<file path="config.mk">
export PLATFORM = sky130hd
export DESIGN_NAME = ssaa_cfg
export DESIGN_NICKNAME = d
export VERILOG_FILES = /design/src/sv/assert_macros.svh /design/src/sv/ssaa_pkg.sv /design/src/sv/ssaa_cfg.sv
export SDC_FILE = /design/constraint.sdc
export NUM_CORES = 1
export LEC_CHECK = 0
export ABC_AREA = 1
export BUFFER_PORTS_ARGS = -buffer_cell sky130_fd_sc_hd__buf_4
export CORE_AREA = 4 4 210 130
export DETAILED_ROUTE_END_ITERATION = 8
export DIE_AREA = 0 0 214 134
export PLACE_DENSITY_LB_ADDON = 0.2
export SYNTH_ARGS = -nofsm -noshare
export SYNTH_HDL_FRONTEND = slang
export SYNTH_SLANG_ARGS = --single-unit
</file>
<file path="constraint.sdc">
create_clock -name clk -period 0.8 [get_ports clk]
set_input_delay 0.16 -clock clk [delete_from_list [all_inputs] [get_ports clk]]
set_output_delay 0.16 -clock clk [all_outputs]
set_load 0.02 [all_outputs]
</file>
<file path="src/sv/assert_macros.svh">
// ----------------------------------------------------------------------------
// Assertion macros
// Shared helpers for clocked implication checks.
// ----------------------------------------------------------------------------
`ifndef ASSERT_MACROS_SVH
`define ASSERT_MACROS_SVH

// Same-cycle implication, disabled while reset is asserted.
`define ASSERT_IMPLY(label, clk, rst_n, ante, cons, msg) \
    label: assert property (@(posedge clk) disable iff (!rst_n) (ante) |-> (cons)) \
        else $error(msg);

// Next-cycle implication, disabled while reset is asserted.
`define ASSERT_NEXT(label, clk, rst_n, ante, cons, msg) \
    label: assert property (@(posedge clk) disable iff (!rst_n) (ante) |=> (cons)) \
        else $error(msg);

`endif

</file>
<file path="src/sv/ssaa_pkg.sv">
// ----------------------------------------------------------------------------
// ssaa_pkg
// Types and constants shared by the supersampled shape pixel shader.
// ----------------------------------------------------------------------------
package ssaa_pkg;

    localparam int SPA_DEF   = 4;
    localparam int COLOR_ONE = 4095;
    localparam int PIX_W     = 12;
    localparam int COLOR_W   = 12;
    localparam int COUNT_W   = 5;
    localparam int COUNT_MAX = 31;
    localparam int COORD_W   = 22;
    localparam int TERM_W    = 20;
    localparam int EDGE_W    = COORD_W + 1;
    localparam int PROD1_W   = TERM_W + PIX_W + 1;
    localparam int BASE_W    = PROD1_W + 2;
    localparam int FULL_W    = BASE_W + 8;
    localparam int OBJ_W     = FULL_W - 12;
    localparam int DIF_W     = OBJ_W + 1;
    localparam int SQ_W      = 64;
    localparam int BLEND_W   = 2 * COLOR_W + 1;
    localparam int BGW_W     = 2 * COLOR_W;
    localparam int NUM_W     = 32;
    localparam int QUO_W     = COLOR_W + 1;

    localparam int CFG_IDX_W  = 3;
    localparam int CFG_DATA_W = 60;

    localparam logic [CFG_IDX_W-1:0] CFG_SHAPE_KIND    = 3'd0;
    localparam logic [CFG_IDX_W-1:0] CFG_INV_ROW_X     = 3'd1;
    localparam logic [CFG_IDX_W-1:0] CFG_INV_ROW_Y     = 3'd2;
    localparam logic [CFG_IDX_W-1:0] CFG_POINT_A       = 3'd3;
    localparam logic [CFG_IDX_W-1:0] CFG_POINT_B       = 3'd4;
    localparam logic [CFG_IDX_W-1:0] CFG_POINT_C       = 3'd5;
    localparam logic [CFG_IDX_W-1:0] CFG_FILL_COLOR    = 3'd6;
    localparam logic [CFG_IDX_W-1:0] CFG_UNUSED        = 3'd7;

    localparam logic [1:0] KIND_CIRCLE = 2'd0;
    localparam logic [1:0] KIND_RECT   = 2'd1;
    localparam logic [1:0] KIND_TRI    = 2'd2;
    localparam logic [1:0] KIND_UNUSED = 2'd3;

    typedef struct packed {
        logic [PIX_W-1:0]   pixel_x;
        logic [PIX_W-1:0]   pixel_y;
        logic [COLOR_W-1:0] bg_red;
        logic [COLOR_W-1:0] bg_green;
        logic [COLOR_W-1:0] bg_blue;
    } pix_item_t;

    typedef struct packed {
        logic [COLOR_W-1:0] out_red;
        logic [COLOR_W-1:0] out_green;
        logic [COLOR_W-1:0] out_blue;
        logic [COUNT_W-1:0] covered_samples;
    } res_item_t;

    typedef struct packed {
        logic [COLOR_W-1:0] red;
        logic [COLOR_W-1:0] green;
        logic [COLOR_W-1:0] blue;
    } color_t;

    typedef struct packed {
        logic [1:0]  shape_kind;
        logic [59:0] inverse_row_x;
        logic [59:0] inverse_row_y;
        logic [43:0] point_a;
        logic [43:0] point_b;
        logic [43:0] point_c;
        logic [47:0] fill_color_alpha;
    } cfg_t;

endpackage

</file>
<file path="src/sv/ssaa_cfg.sv">
// ----------------------------------------------------------------------------
// ssaa_cfg
// Configuration register file written through the index/data port.
// ----------------------------------------------------------------------------
module ssaa_cfg (
    input  logic                                clk,
    input  logic                                rst_n,
    input  logic                                cfg_valid,
    output logic                                cfg_ready,
    input  logic [ssaa_pkg::CFG_IDX_W-1:0]      cfg_index,
    input  logic [ssaa_pkg::CFG_DATA_W-1:0]     cfg_data,
    output ssaa_pkg::cfg_t                      cfg
);
    import ssaa_pkg::*;

    cfg_t cfg_reg;
    cfg_t cfg_next;

    always_comb
    begin
        cfg_next = cfg_reg;
        if (cfg_valid)
        begin
            case (cfg_index)
                CFG_SHAPE_KIND: cfg_next.shape_kind       = cfg_data[1:0];
                CFG_INV_ROW_X:  cfg_next.inverse_row_x    = cfg_data[59:0];
                CFG_INV_ROW_Y:  cfg_next.inverse_row_y    = cfg_data[59:0];
                CFG_POINT_A:    cfg_next.point_a          = cfg_data[43:0];
                CFG_POINT_B:    cfg_next.point_b          = cfg_data[43:0];
                CFG_POINT_C:    cfg_next.point_c          = cfg_data[43:0];
                CFG_FILL_COLOR: cfg_next.fill_color_alpha = cfg_data[47:0];
                default:        cfg_next = cfg_reg;
            endcase
        end
    end

    always_ff @(posedge clk or negedge rst_n)
    begin
        if (!rst_n)
        begin
            cfg_reg <= '0;
        end
        else
        begin
            cfg_reg <= cfg_next;
        end
    end

    assign cfg_ready = 1'b1;
    assign cfg       = cfg_reg;

endmodule

</file>
# Word level (Yosys, flattened, before mapping)
# Cells that the tools add are included.
# word_totals
output_inout_bits	303
word_cells	21
reg_bits	302
# classes
reduce_logical	8
eq_ne	6
# op_table
operator	n
2-bit AND reduction	7
3-bit equality test, second input constant	3
3-bit by 2-bit equality test with 1-bit output, second input constant	2
3-bit by 1-bit equality test with 1-bit output, second input constant	1
3-bit zero test	1

# Depth between registers and ports, before layout
# logic_depth
ltp_word	2
mapped_depth	7

# Least setup slack after synthesis
# No wires, ideal clock.
# synth_timing
kind	input to register
from	input cfg_index[2] (netlist bit)
to	register cfg_reg (netlist bit cfg[61])
t_arrival_ps	1014
path_stages	7
setup_slack_ps	-280
setup_time_ps	66
cell_sequence	nand2_1 > inv_1 > buf_2 > nand2_1 > clkbuf_1 > nand2_1 > nand2_1
# synth_between
elab_chain_cells	2
# synth_lines
element	line	source
from (decl)	ssaa_cfg.sv:10	input logic [ssaa_pkg::CFG_IDX_W-1:0] cfg_index,
3-bit equality test	ssaa_cfg.sv:24	case (cfg_index)
2-bit AND reduction (no source line)	-	
to (signal assigned)	ssaa_cfg.sv:45	cfg_reg <= cfg_next;
to (decl)	ssaa_cfg.sv:16	cfg_t cfg_reg;
# Every way passes these cells.
# A chain may end at the register's enable or synchronous reset.

# Worst setup path after layout
# layout_timing
from	register cfg_reg (netlist bit cfg[185])
to	output cfg[185] (netlist bit)
# layout_lines
element	line	source
to (decl)	ssaa_cfg.sv:12	output ssaa_pkg::cfg_t cfg
# No word-level cell between the ends.

==> results.json <==
{
  "area_delta_synth_final_pct": 68.88,
  "violations": "setup timing",
  "num_rows": 45,
  "pwr_density_cell_nw_per_um2": 2738,
  "clock_latency_ns": 0.53,
  "met2_length_um": 23060,
  "finalHoldWorstSlack_ns": 0.06900,
  "path_cells": "buf_6",
  "cts-root-buf": "clkbuf_16",
  "drive_gt1_share_pct": 35.32,
  "place.gp.congestion": 0.8458,
  "dr.max_layer_used": "met4",
  "maxSlewViolCount": 0,
  "synthCells": 1312,
  "fp.dieH_um": 134,
  "syn_avg_cell_area_um2": 8.839,
  "path_delay_family": "flip-flops",
  "ys_types": 12,
  "antenna_cells": 0,
  "power_w": 0.05362,
  "synth-seq-area-share_pct": 65.17,
  "cts.clk_slew.worst_paths_ns": 0.07,
  "critPathSlowestCell": "dfrtp_1",
  "multi_input_area_um2": 3859,
  "grt_usage_pct": 30.48,
  "grt_max_degree": 55,
  "cp_data_arrival_time_ns": 1.12,
  "p_clk_share_pct": 27.4,
  "skew_ns": 0,
  "max-vdd-ir-drop_v": 0.001853,
  "grt_pass1_wl_um": 69510,
  "wl_met1_um": 18500,
  "h-tree-depth": 1,
  "coreArea_um2": 25170,
  "slowest_delay_ns": 0.43,
  "setup_viol": 334,
  "grt_antenna_before_repair": 0,
  "dp_hpwl_um": 28420,
  "cts_tree": "built",
  "via_count": 12260,
  "cp_data_required_time_ns": 0.64,
  "nFillCells": 1524,
  "cts_max_path_buffers": 3,
  "dieArea_um2": 28680,
  "yosysWarnings": 0,
  "pre_cts_slack_ns": -0.4528,
  "p_int_w": 0.03609,
  "pwr-share-comb_pct": 34.0,
  "start_util_pct": 46.08,
  "vias_per_cell": 5.400,
  "final_util_pct": 77.81,
  "chipWidth_um": 214,
  "largest_reg_flops": 302,
  "critPathKind": "reg2out",
  "drc": 0,
  "wl_um": 48260,
  "grt.overflow.total": 0,
  "fin_crit_sh_pct": 160.6,
  "ys_ff_latch": 302,
  "clock-sinks": 302,
  "wl_per_cell_um": 21.25,
  "ios": 369,
  "fin_crit_ns": 1.285,
  "drt_first_pass_iters": 6,
  "p_leak_nw": 10.65,
  "nets": 1987,
  "wl_met3_um": 5062,
  "end_kind": "output port",
  "crit_buf_inv": 1,
  "cts_buffers": 28,
  "postRouteAntennaNets": 0,
  "start_kind": "flop",
  "hold_path.class": "in2async",
  "p_seq_share_pct": 38.6,
  "syn_area_um2": 11600,
  "syn_nets": 1378,
  "fin_tns_setup_ns": -134.28,
  "swShare_pct": 32.69,
  "grt_setup_unrepaired": "true",
  "outcome": "complete, but fails checks",
  "layout.area.seq_um2": 7557,
  "maxCapViolations": 0,
  "finalHoldViolations": 0,
  "grt_pass1_vias": 11920,
  "io_buffers": 367,
  "p_switching_w": 0.01753,
  "fmax_ghz": 0.7783,
  "setup_slack_ns": -0.4849,
  "cp_max_fo": 2,
  "drtIter0Drc": 1327
}
-- cells by family (layout without fill, tap and decap cells) --
group / after synthesis / count (layout) / share of synthesized area, %
buffers and inverters: 84 / 714 / 3.000
flip-flops: 302 / 302 / 65.17
other: 1 / 1 / 0.03234
AND/OR/NAND/NOR: 925 / 925 / 31.80
-- path summary, 6_finish.rpt --
| check | slack (ns) | from | endpoint | depth (start not counted) |
|---|---|---|---|---|
| max | -0.48 | cfg[185]$_DFFE_PN0P_ | cfg[185] | 1 |
| min | 0.07 | rst_n | cfg[251]$_DFFE_PN0P_ | 2 |
| max reg2reg | -0.11 | cfg[178]$_DFFE_PN0P_ | cfg[178]$_DFFE_PN0P_ | 4 |
| min reg2reg | 0.50 | cfg[243]$_DFFE_PN0P_ | cfg[243]$_DFFE_PN0P_ | 2 |
| max in group asynchronous | 0.18 | rst_n | cfg[87]$_DFFE_PN0P_ | 4 |
| min in group clk | 0.09 | cfg_index[2] | cfg[6]$_DFFE_PN0P_ | 5 |
-- final cells by class --
class	count	area share (%)
Clock buffer	39	4.204
Timing Repair Buffer	657	34.21
Multi-Input combinational cell	926	19.70
Inverter	6	0.2300
Sequential cell	302	38.59
Clock inverter	12	0.9647
Tap cell	329	2.102
-- cell usage in the layout (no fill, tap or decap), drive strengths merged --
cell,synthesis,routed
clkinv,0,7
clkbuf,46,39
dlygate4sd3,0,61
buf,32,596
inv,6,6
dfrtp,302,302
nor2,7,7
nand2,752,752
conb,1,1
nand3,166,166
bufinv,0,5
-- worst register-to-register path: cells and delay by family, from the launching register on --
| family | cells | cell delay (ns) |
|---|---|---|
| flops | 1 | 0.39 |
| buf+inv | 2 | 0.27 |
| simple gates | 2 | 0.13 |
-- layer usage --
metal,GRT usage [%],vias to the layer above
met2,49.45,798
met5,0,-
met4,8.132,0
li1,-,5297
met3,7.698,138
met1,41.62,6030
-- Yosys cell counts, drive strengths merged --
cell	number	area [µm²]
buf	32	152.6
nor2	7	33.78
clkbuf	46	172.7
dfrtp	302	7557
nand3	166	830.8
conb	1	3.750
nand2	752	2823
inv	6	22.52
-- repair_timing --
item,CTS,global route
hold endpoints to repair,604,0
endpoints found under the setup margin,302,311
setup buffers,88,80
gates resized for setup,302,42
pin swaps,0,13
hold buffers,61,0
-- stage by stage --
stage                     instance area [µm²]  cells
after global routing                    19580   2271
final                                   19580   2271
after CTS                               18870   2193
after floorplan                         11930   1312
after global placement                  15450   1993
after detailed placement                15450   1993
-- power groups by stage --
stage	Combinational [W]	Clock (W)	Sequential, W
global route	0.0192	0.0155	0.0209
global placement	0.0131	0	0.0202
CTS	0.0165	0.0148	0.0205
finish	0.0182	0.0147	0.0207
detailed placement	0.0133	0	0.0202
floorplan	0.00268	0	0.0235
(Power assumes the default switching activity.)
